## src/hdl/touch_gesture_classifier_assert.svh

```systemverilog
// assertion macros for touch_gesture_classifier, which checks its own logic
`ifndef TOUCH_GESTURE_CLASSIFIER_ASSERT_SVH
`define TOUCH_GESTURE_CLASSIFIER_ASSERT_SVH

// same-cycle implication, disabled while reset is asserted
`define TGC_ASSERT_NOW(label, clk_s, rst_n_s, lhs, rhs) \
	label: assert property (@(posedge clk_s) disable iff (!rst_n_s) (lhs) |-> (rhs)) \
		else $error("assertion failed");

// next-cycle implication, disabled while reset is asserted
`define TGC_ASSERT_NEXT(label, clk_s, rst_n_s, lhs, rhs) \
	label: assert property (@(posedge clk_s) disable iff (!rst_n_s) (lhs) |=> (rhs)) \
		else $error("assertion failed");

`endif

```

## src/hdl/tgc_pkg.sv

```systemverilog
package tgc_pkg;

	typedef enum logic [2:0] {
		MODE_IDLE   = 3'd0,
		MODE_FIRST  = 3'd1,
		MODE_SINGLE = 3'd2,
		MODE_DOUBLE = 3'd3,
		MODE_HOLD   = 3'd4
	} mode_t;

	localparam logic [1:0] GEST_SINGLE = 2'd0;
	localparam logic [1:0] GEST_DOUBLE = 2'd1;
	localparam logic [1:0] GEST_HOLD   = 2'd2;

	localparam int unsigned ADDR_W = 5;

	typedef enum logic [2:0] {
		REG_DEBOUNCE = 3'd0,
		REG_DOUBLE   = 3'd1,
		REG_TIMEOUT  = 3'd2,
		REG_HOLD     = 3'd3,
		REG_LIMIT    = 3'd4
	} reg_idx_t;

	localparam logic [15:0] DEBOUNCE_RST = 16'd10;
	localparam logic [15:0] DOUBLE_RST   = 16'd200;
	localparam logic [15:0] TIMEOUT_RST  = 16'd700;
	localparam logic [15:0] HOLD_RST     = 16'd800;
	localparam logic [2:0]  LIMIT_RST    = 3'd4;

	typedef struct packed {
		logic [15:0] debounce_ms;
		logic [15:0] double_window_ms;
		logic [15:0] sequence_timeout_ms;
		logic [15:0] hold_ms;
		logic [2:0]  count_limit;
	} cfg_t;

	typedef struct packed {
		logic        valid;
		logic [1:0]  gesture;
		logic [2:0]  extra_touches;
	} result_t;

	typedef struct packed {
		mode_t       mode;
		logic [2:0]  following_count;
	} status_t;

endpackage

```

## src/hdl/tgc_regs.sv

```systemverilog
module tgc_regs (
	input  logic                             clk,
	input  logic                             arst_n,
	input  logic                             psel,
	input  logic                             penable,
	input  logic                             pwrite,
	input  logic [tgc_pkg::ADDR_W-1:0]       paddr,
	input  logic [31:0]                      pwdata,
	output logic [31:0]                      prdata,
	output tgc_pkg::cfg_t                    cfg
);

	tgc_pkg::cfg_t    cfg_q;
	tgc_pkg::reg_idx_t idx;
	logic             wr_en;

	assign idx   = tgc_pkg::reg_idx_t'(paddr[tgc_pkg::ADDR_W-1:2]);
	assign wr_en = psel && penable && pwrite;
	assign cfg   = cfg_q;

	always_ff @(posedge clk or negedge arst_n) begin
		if (!arst_n) begin
			cfg_q.debounce_ms         <= tgc_pkg::DEBOUNCE_RST;
			cfg_q.double_window_ms    <= tgc_pkg::DOUBLE_RST;
			cfg_q.sequence_timeout_ms <= tgc_pkg::TIMEOUT_RST;
			cfg_q.hold_ms             <= tgc_pkg::HOLD_RST;
			cfg_q.count_limit         <= tgc_pkg::LIMIT_RST;
		end else if (wr_en) begin
			case (idx)
				tgc_pkg::REG_DEBOUNCE: cfg_q.debounce_ms         <= pwdata[15:0];
				tgc_pkg::REG_DOUBLE:   cfg_q.double_window_ms    <= pwdata[15:0];
				tgc_pkg::REG_TIMEOUT:  cfg_q.sequence_timeout_ms <= pwdata[15:0];
				tgc_pkg::REG_HOLD:     cfg_q.hold_ms             <= pwdata[15:0];
				tgc_pkg::REG_LIMIT:    cfg_q.count_limit         <= pwdata[2:0];
				default: ;
			endcase
		end
	end

	always_comb begin
		case (idx)
			tgc_pkg::REG_DEBOUNCE: prdata = {16'd0, cfg_q.debounce_ms};
			tgc_pkg::REG_DOUBLE:   prdata = {16'd0, cfg_q.double_window_ms};
			tgc_pkg::REG_TIMEOUT:  prdata = {16'd0, cfg_q.sequence_timeout_ms};
			tgc_pkg::REG_HOLD:     prdata = {16'd0, cfg_q.hold_ms};
			tgc_pkg::REG_LIMIT:    prdata = {29'd0, cfg_q.count_limit};
			default:               prdata = 32'd0;
		endcase
	end

endmodule

```

## src/hdl/tgc_core.sv

```systemverilog
module tgc_core (
	input  logic               clk,
	input  logic               arst_n,
	input  logic               step_en,
	input  logic               level,
	input  tgc_pkg::cfg_t      cfg,
	output tgc_pkg::result_t   res,
	output tgc_pkg::status_t   status
);

	tgc_pkg::mode_t mode_q, mode_d;
	logic        prev_q;
	logic [31:0] tick_q, contact_q, contact_d, last_q, last_d, quiet_q, quiet_d;
	logic [2:0]  count_q, count_d;
	logic        pend_q, pend_d;
	logic [15:0] rwait_q, rwait_d;
	logic        rwaiting_q, rwaiting_d;

	assign status.mode            = mode_q;
	assign status.following_count = count_q;

	always_ff @(posedge clk or negedge arst_n) begin
		if (!arst_n) begin
			mode_q     <= tgc_pkg::MODE_IDLE;
			prev_q     <= 1'b0;
			tick_q     <= 32'd0;
			contact_q  <= 32'd0;
			last_q     <= 32'd0;
			quiet_q    <= 32'd0;
			count_q    <= 3'd0;
			pend_q     <= 1'b0;
			rwait_q    <= 16'd0;
			rwaiting_q <= 1'b0;
		end else if (step_en) begin
			mode_q     <= mode_d;
			prev_q     <= level;
			tick_q     <= tick_q + 32'd1;
			contact_q  <= contact_d;
			last_q     <= last_d;
			quiet_q    <= quiet_d;
			count_q    <= count_d;
			pend_q     <= pend_d;
			rwait_q    <= rwait_d;
			rwaiting_q <= rwaiting_d;
		end
	end

	always_comb begin
		logic [31:0] since_last;
		mode_d     = mode_q;
		contact_d  = contact_q;
		last_d     = last_q;
		quiet_d    = quiet_q;
		count_d    = count_q;
		pend_d     = pend_q;
		rwait_d    = rwait_q;
		rwaiting_d = rwaiting_q;
		res        = '0;

		// release filter
		if (rwaiting_q) begin
			if (level) begin
				rwaiting_d = 1'b0;
			end else if (rwait_q != 16'hFFFF) begin
				rwait_d = rwait_q + 16'd1;
			end
		end
		if (prev_q && !level) begin
			rwaiting_d = 1'b1;
			rwait_d    = 16'd0;
		end
		if (rwaiting_d && (rwait_d >= cfg.debounce_ms)) begin
			rwaiting_d = 1'b0;
			if (mode_d == tgc_pkg::MODE_HOLD) begin
				mode_d  = tgc_pkg::MODE_IDLE;
				count_d = 3'd0;
				pend_d  = 1'b0;
			end else begin
				pend_d = 1'b1;
				last_d = tick_q - {16'd0, rwait_d};
			end
		end

		// contact start and hold entry
		if (!prev_q && level) begin
			contact_d = tick_q;
		end
		if (prev_q && level && ((tick_q - contact_d) > {16'd0, cfg.hold_ms})) begin
			if (mode_d != tgc_pkg::MODE_HOLD) begin
				mode_d            = tgc_pkg::MODE_HOLD;
				res.valid         = 1'b1;
				res.gesture       = tgc_pkg::GEST_HOLD;
				res.extra_touches = 3'd0;
			end
		end

		// sequence modes
		since_last = tick_q - last_d;
		case (mode_d)
			tgc_pkg::MODE_IDLE: begin
				if (pend_d) begin
					mode_d  = tgc_pkg::MODE_FIRST;
					quiet_d = tick_q;
					count_d = 3'd0;
					pend_d  = 1'b0;
				end
			end
			tgc_pkg::MODE_FIRST: begin
				if (pend_d && (since_last <= {16'd0, cfg.double_window_ms})) begin
					mode_d  = tgc_pkg::MODE_DOUBLE;
					quiet_d = tick_q;
					pend_d  = 1'b0;
				end else if (since_last > {16'd0, cfg.double_window_ms}) begin
					mode_d  = tgc_pkg::MODE_SINGLE;
					quiet_d = tick_q;
				end
			end
			tgc_pkg::MODE_SINGLE, tgc_pkg::MODE_DOUBLE: begin
				if (pend_d) begin
					if (count_d < cfg.count_limit) begin
						count_d = count_d + 3'd1;
					end
					quiet_d = tick_q;
					pend_d  = 1'b0;
				end else if ((tick_q - quiet_d) > {16'd0, cfg.sequence_timeout_ms}) begin
					res.valid         = 1'b1;
					res.gesture       = (mode_d == tgc_pkg::MODE_DOUBLE) ?
						tgc_pkg::GEST_DOUBLE : tgc_pkg::GEST_SINGLE;
					res.extra_touches = count_d;
					mode_d            = tgc_pkg::MODE_IDLE;
					count_d           = 3'd0;
					pend_d            = 1'b0;
				end
			end
			default: ;
		endcase
	end

endmodule

```

## src/hdl/touch_gesture_classifier.sv

```systemverilog
// channel   | handshake                    | payload
// ----------+------------------------------+------------------------------
// sample in | in_valid / in_ready          | touch_level
// gesture   | out_valid / out_ready        | gesture, extra_touches
// config    | psel, penable, pwrite, pready| paddr, pwdata, prdata
//
// one tick sample per clock unless the output stalls; a sample waits in the input
// register, is classified as it moves on, and its gesture goes to the output register
// the tick update is the only stateful loop: one compare-and-update pass per sample
// arst_n clears the mode, timers and both valid flags; config resets to defaults
// a stalled output holds the input register; a new sample is still taken
// whenever the held one can move forward on the same edge
`include "touch_gesture_classifier_assert.svh"

module touch_gesture_classifier (
	input  logic                       clk,
	input  logic                       arst_n,
	// sample channel
	input  logic                       in_valid,
	output logic                       in_ready,
	input  logic                       touch_level,
	// gesture channel
	output logic                       out_valid,
	input  logic                       out_ready,
	output logic [1:0]                 gesture,
	output logic [2:0]                 extra_touches,
	// register port
	input  logic                       psel,
	input  logic                       penable,
	input  logic                       pwrite,
	input  logic [tgc_pkg::ADDR_W-1:0] paddr,
	input  logic [31:0]                pwdata,
	output logic [31:0]                prdata,
	output logic                       pready
);

	tgc_pkg::cfg_t    cfg;
	tgc_pkg::result_t res;
	tgc_pkg::status_t status;

	logic       valid_s1;
	logic       level_s1;
	logic       advance;
	logic       step_en;
	logic       out_valid_q;
	logic [1:0] gesture_q;
	logic [2:0] extra_q;

	assign pready = 1'b1;

	// the held sample moves on when the output register is free or drains now
	assign advance  = !out_valid_q || out_ready;
	assign step_en  = valid_s1 && advance;
	assign in_ready = !valid_s1 || advance;

	tgc_regs u_regs (
		.clk     (clk),
		.arst_n  (arst_n),
		.psel    (psel),
		.penable (penable),
		.pwrite  (pwrite),
		.paddr   (paddr),
		.pwdata  (pwdata),
		.prdata  (prdata),
		.cfg     (cfg)
	);

	// input register
	always_ff @(posedge clk or negedge arst_n) begin
		if (!arst_n) begin
			valid_s1 <= 1'b0;
		end else if (in_ready) begin
			valid_s1 <= in_valid;
		end
	end

	always_ff @(posedge clk) begin
		if (in_ready && in_valid) begin
			level_s1 <= touch_level;
		end
	end

	// classifier state and per-tick update
	tgc_core u_core (
		.clk    (clk),
		.arst_n (arst_n),
		.step_en(step_en),
		.level  (level_s1),
		.cfg    (cfg),
		.res    (res),
		.status (status)
	);

	// output register; a tick with no gesture leaves its payload untouched
	always_ff @(posedge clk or negedge arst_n) begin
		if (!arst_n) begin
			out_valid_q <= 1'b0;
		end else if (step_en && res.valid) begin
			out_valid_q <= 1'b1;
		end else if (out_ready) begin
			out_valid_q <= 1'b0;
		end
	end

	always_ff @(posedge clk) begin
		if (step_en && res.valid) begin
			gesture_q <= res.gesture;
			extra_q   <= res.extra_touches;
		end
	end

	assign out_valid     = out_valid_q;
	assign gesture       = gesture_q;
	assign extra_touches = extra_q;

	// an empty input register always takes a transaction
	`TGC_ASSERT_NOW(a_in_ready_when_empty, clk, arst_n, !valid_s1, in_ready)
	// a reported hold leaves the block in hold mode
	`TGC_ASSERT_NEXT(a_hold_enters_mode, clk, arst_n,
		step_en && res.valid && (res.gesture == tgc_pkg::GEST_HOLD),
		status.mode == tgc_pkg::MODE_HOLD)
	// a hold carries no touch count, and no code beyond hold is produced
	`TGC_ASSERT_NOW(a_hold_payload, clk, arst_n, out_valid_q,
		(gesture_q != tgc_pkg::GEST_HOLD || extra_q == 3'd0) && (gesture_q != 2'd3))

endmodule

```

## config.mk

```make
export PLATFORM = sky130hd
export DESIGN_NAME = touch_gesture_classifier
export DESIGN_NICKNAME = d
export VERILOG_FILES = /design/src/hdl/tgc_pkg.sv /design/src/hdl/tgc_regs.sv /design/src/hdl/tgc_core.sv /design/src/hdl/touch_gesture_classifier.sv
export VERILOG_INCLUDE_DIRS = /design/src /design/src/hdl
export SDC_FILE = /design/constraint.sdc
export NUM_CORES = 1
export LEC_CHECK = 0
export ABC_AREA = 1
export BUFFER_PORTS_ARGS = -buffer_cell sky130_fd_sc_hd__buf_2
export CAP_MARGIN = 20
export CORE_UTILIZATION = 58
export DETAILED_ROUTE_END_ITERATION = 10
export GPL_TIMING_DRIVEN = 0
export HOLD_SLACK_MARGIN = 0.1
export PLACE_DENSITY = 0.79
export SLEW_MARGIN = 20
export SYNTH_ARGS = -nofsm -noshare
export SYNTH_HDL_FRONTEND = slang
export SYNTH_SLANG_ARGS = --single-unit
```

## constraint.sdc

```tcl
create_clock -name clk -period 6.56 [get_ports clk]
set_input_delay 0.328 -clock clk [delete_from_list [all_inputs] [get_ports clk]]
set_output_delay 0.328 -clock clk [all_outputs]
set_load 0.05 [all_outputs]
```

==> results.toml <==
[pwr]
p_sw_w = 0.00576
p_seq_share_pct = 18.6
p_int_w = 0.00565
power_density_nw_per_um2 = 510
p_leak_nw = 11.0
pwr-share-clk_pct = 13.4
swShare_pct = 50.5
ir_worst_vdd_uv = 416
pwr-share-comb_pct = 68.0

[run]
drv_cap = 0

[finish]
register_area_um2 = 5750
antenna_cells = 0
final_cell_mix = "nand2_1, inv_1, o21ai_0"
multi_input_area_um2 = 12200
final_core_util_pct = 68.7
syn_to_final_growth_pct = 16.6
nFillCells = 2754
final_common_cell = "nand2_1"
drive_gt1_share_pct = 14.5
layout.nets = 3056

[clock_network]
cts_inserted_buffers = 26
insertion_delay_ns = 0.54
cts_buffer_depth = 3
cts.sinks = 228
path_clk_slew_ns = 0.06
htree_levels = 1
cts_tree = "built"
cts_root_buf = "clkbuf_16"

[logic_synthesis]
synth_ff_type = "dfrtp_1"
synth-async-reset-ratio_pct = 97.4
synth_cell_type_count = 71
synth_edf_count = 6
syn_area_per_cell_um2 = 7.19
synth_warnings = 0
synth_seq_area_share_pct = 30.0
ys_ff_latch = 228
netlist_area_um2 = 19200
syn_inst = 2669

[timing]
setup_viol = 35
fmax_ghz = 0.128
final.setup.worst_slack_ns = -1.26
slew_headroom_pct = 30.7
rsz0062_at_grt = "true"
min_period_over_period_pct = 119
tightest_slew_ns = 1.03
finalMaxSlewViolations = 0
post-route-min-period_ns = 7.82
hold_violations = 0
clock_skew_ns = 0.0180

[grt]
antenna_found_initial = 4
grt_max_degree = 92
first_global_vias = 18200
grt-ovfl-total = 0
grt_usage_pct = 36.1
grt_pass1_wl_mm = 96.2

[worst_setup_path]
path_common_cell = "nand2_2"
critPathSlowestCell = "fa_2"
crit_fanout = 6
critical_path_class = "reg2reg"
critPathArrivalTime_ns = 8.24
max_stage_delay_ns = 0.40
reg2reg_depth = 56
rr_endpoint = "u_core.quiet_q[8]"
r2r-start = "u_core.rwait_q[2]"
critical_path.endpoint_type = "flop"
r2r_slack_ns = -1.26
cp-start-kind = "flop"
crit_required_ns = 6.99

[routing]
drtIter0Drc = 1638
drc_errors = 0
ant_nets = 0
totalWireLength_mm = 61.0
viasPerCell = 5.76
wire_per_inst_um = 18.5
via_count = 19000
dr.pass1.iters = 5

[die]
dieHeight_um = 184
coreArea_um2 = 32500
initial_core_util_pct = 59.0
num_rows = 66
ioPinCount = 85
die_x_um = 184
dieArea_um2 = 33800

[min_path]
hold_end = "u_regs.cfg[46]"
min_from = "pwdata[11]"
min_path_type = "in2reg"
hold_depth = 3

[placed_design]
hpwl_mm = 46.7
portBuffers = 48
gp_congestion = 0.989
dp_slack_ns = -1.99

[outcome]
status = "complete, but fails checks"
violations = "setup timing"
[stage by stage]
step	total power [W]	setup TNS (ns)	instances	instance area (µm²)	hold slack, ns
6_report	0.0114	-41.16	3291	22400	0.124
5_1_grt	0.0123	-57.85	3291	22400	0.138
4_1_cts	0.0108	-32.81	3275	21900	0.118
3_5_place_dp	0.00886	-67.94	3176	20200	0.313
3_3_place_gp	0.00863	-64.61	3174	20100	0.461
2_1_floorplan	0.00713	-0.591	2684	19300	0.0324
[cell usage after synthesis, types with 3 or more instances]
cell / instances / area share [%]
clkbuf_1: 49 / 0.96
nor2_4: 8 / 0.47
nand2_1: 638 / 12
o21ai_0: 280 / 7.3
o221ai_1: 6 / 0.27
a21o_1: 12 / 0.47
xnor2_1: 34 / 1.6
a211oi_1: 4 / 0.16
clkbuf_8: 9 / 0.65
o21bai_1: 5 / 0.20
o21a_1: 13 / 0.51
dfstp_2: 15 / 2.1
buf_6: 7 / 0.41
buf_12: 3 / 0.31
dfrtp_1: 207 / 27
nand3_2: 6 / 0.31
buf_4: 17 / 0.67
nand3b_1: 5 / 0.20
inv_2: 8 / 0.16
a221oi_1: 7 / 0.32
a31oi_1: 18 / 0.59
fa_1: 4 / 0.42
nor3_1: 41 / 1.1
nor4_1: 11 / 0.36
or2_2: 3 / 0.098
a21oi_2: 4 / 0.18
nor2_1: 165 / 3.2
nand2_4: 3 / 0.18
nor2_2: 7 / 0.23
o21ai_1: 6 / 0.16
a22oi_1: 14 / 0.55
nand2_2: 40 / 1.3
a21boi_0: 3 / 0.12
nand3_1: 131 / 3.4
mux2i_1: 9 / 0.47
o21ai_2: 3 / 0.14
nand4_1: 41 / 1.3
inv_1: 364 / 7.1
ha_1: 178 / 12
xor2_1: 83 / 3.8
o211ai_1: 8 / 0.31
edfxtp_1: 6 / 0.94
o22ai_1: 4 / 0.13
a21oi_1: 154 / 4.0
[what timing repair did]
item                                    CTS  global route
buffers inserted                         42            15
cloned                                    1             2
resized for setup                        80            91
endpoints found under the setup margin   35            40
hold buffers                              9             0
endpoints found under the hold margin    69             0
pin swaps                                27            61
[kinds of logic (layout without fill, tap and decap cells)]
family,after synthesis,in the layout,share of synthesized area [%]
xor gates and xnor gates,117,117,5.34
DFF,228,228,30.0
buffers and inverters,463,628,10.5
other,2,17,0.0391
adders and majority gates,182,182,12.0
AOI/OAI and AO/OA,551,551,15.9
and+or+nand+nor,1117,1117,25.7
muxes,9,9,0.470
[power by group through the flow]
stage          Sequential (W)  Clock [W]  Combinational, W
4_1_cts               0.00209    0.00153           0.00719
5_1_grt               0.00216    0.00158           0.00860
6_report              0.00212    0.00153           0.00776
3_3_place_gp          0.00209          0           0.00654
3_5_place_dp          0.00211          0           0.00675
2_1_floorplan         0.00203          0           0.00510
[worst max path at each step]
| stage | start | end | slack, ns | depth (start not counted) |
|---|---|---|---|---|
| global route | u_core.rwait_q[2] | u_core.quiet_q[6] | -1.73 | 54 |
| CTS | u_core.rwait_q[5] | u_core.quiet_q[1] | -1.01 | 57 |
| floorplan | u_core.rwait_q[2] | u_core.quiet_q[1] | -0.02 | 55 |
| finish | u_core.rwait_q[2] | u_core.quiet_q[8] | -1.26 | 56 |
| global placement | u_core.rwait_q[1] | u_core.quiet_q[21] | -1.89 | 52 |
| detailed placement | u_core.rwait_q[1] | u_core.quiet_q[30] | -1.99 | 52 |
[flip-flops by register name, indices dropped and copies added (netlist names)]
signal / flops
extra_touches: 3
gesture: 2
level_s1: 1
out_valid: 1
u_core.contact_q: 32
u_core.count_q: 3
u_core.last_q: 32
u_core.mode_q: 3
u_core.pend_q: 1
u_core.prev_q: 1
u_core.quiet_q: 32
u_core.rwait_q: 16
u_core.rwaiting_q: 1
u_core.tick_q: 32
u_regs.cfg: 67
valid_s1: 1
[metal layers]
metal | GRT usage, % | up-vias | routed length, µm
met2 | 58.1 | 741 | 27800
met5 | 0 | - | 51
met1 | 49.1 | 8981 | 26300
li1 | - | 9099 | -
met4 | 12.2 | 8 | 2010
met3 | 6.22 | 127 | 4870
[area by class of cell]
cell class	count	share of cell area, %
multi-input combinational	1993	54.4
buffer	88	2.85
tap	442	2.47
clock buffer	42	3.73
inverter	374	6.29
timing repair buffer	118	4.29
clock inverter	6	0.274
sequential	228	25.7
[critical path, delay by kind of cell, from the launching register on]
| family | cells | cell delay, ns |
|---|---|---|
| buf+inv | 9 | 1.00 |
| xor+xnor | 1 | 0.28 |
| fa+ha+maj | 4 | 1.10 |
| flops | 1 | 0.38 |
| compound gates | 12 | 1.82 |
| simple gates | 30 | 3.11 |
(Power assumes the default switching activity.)
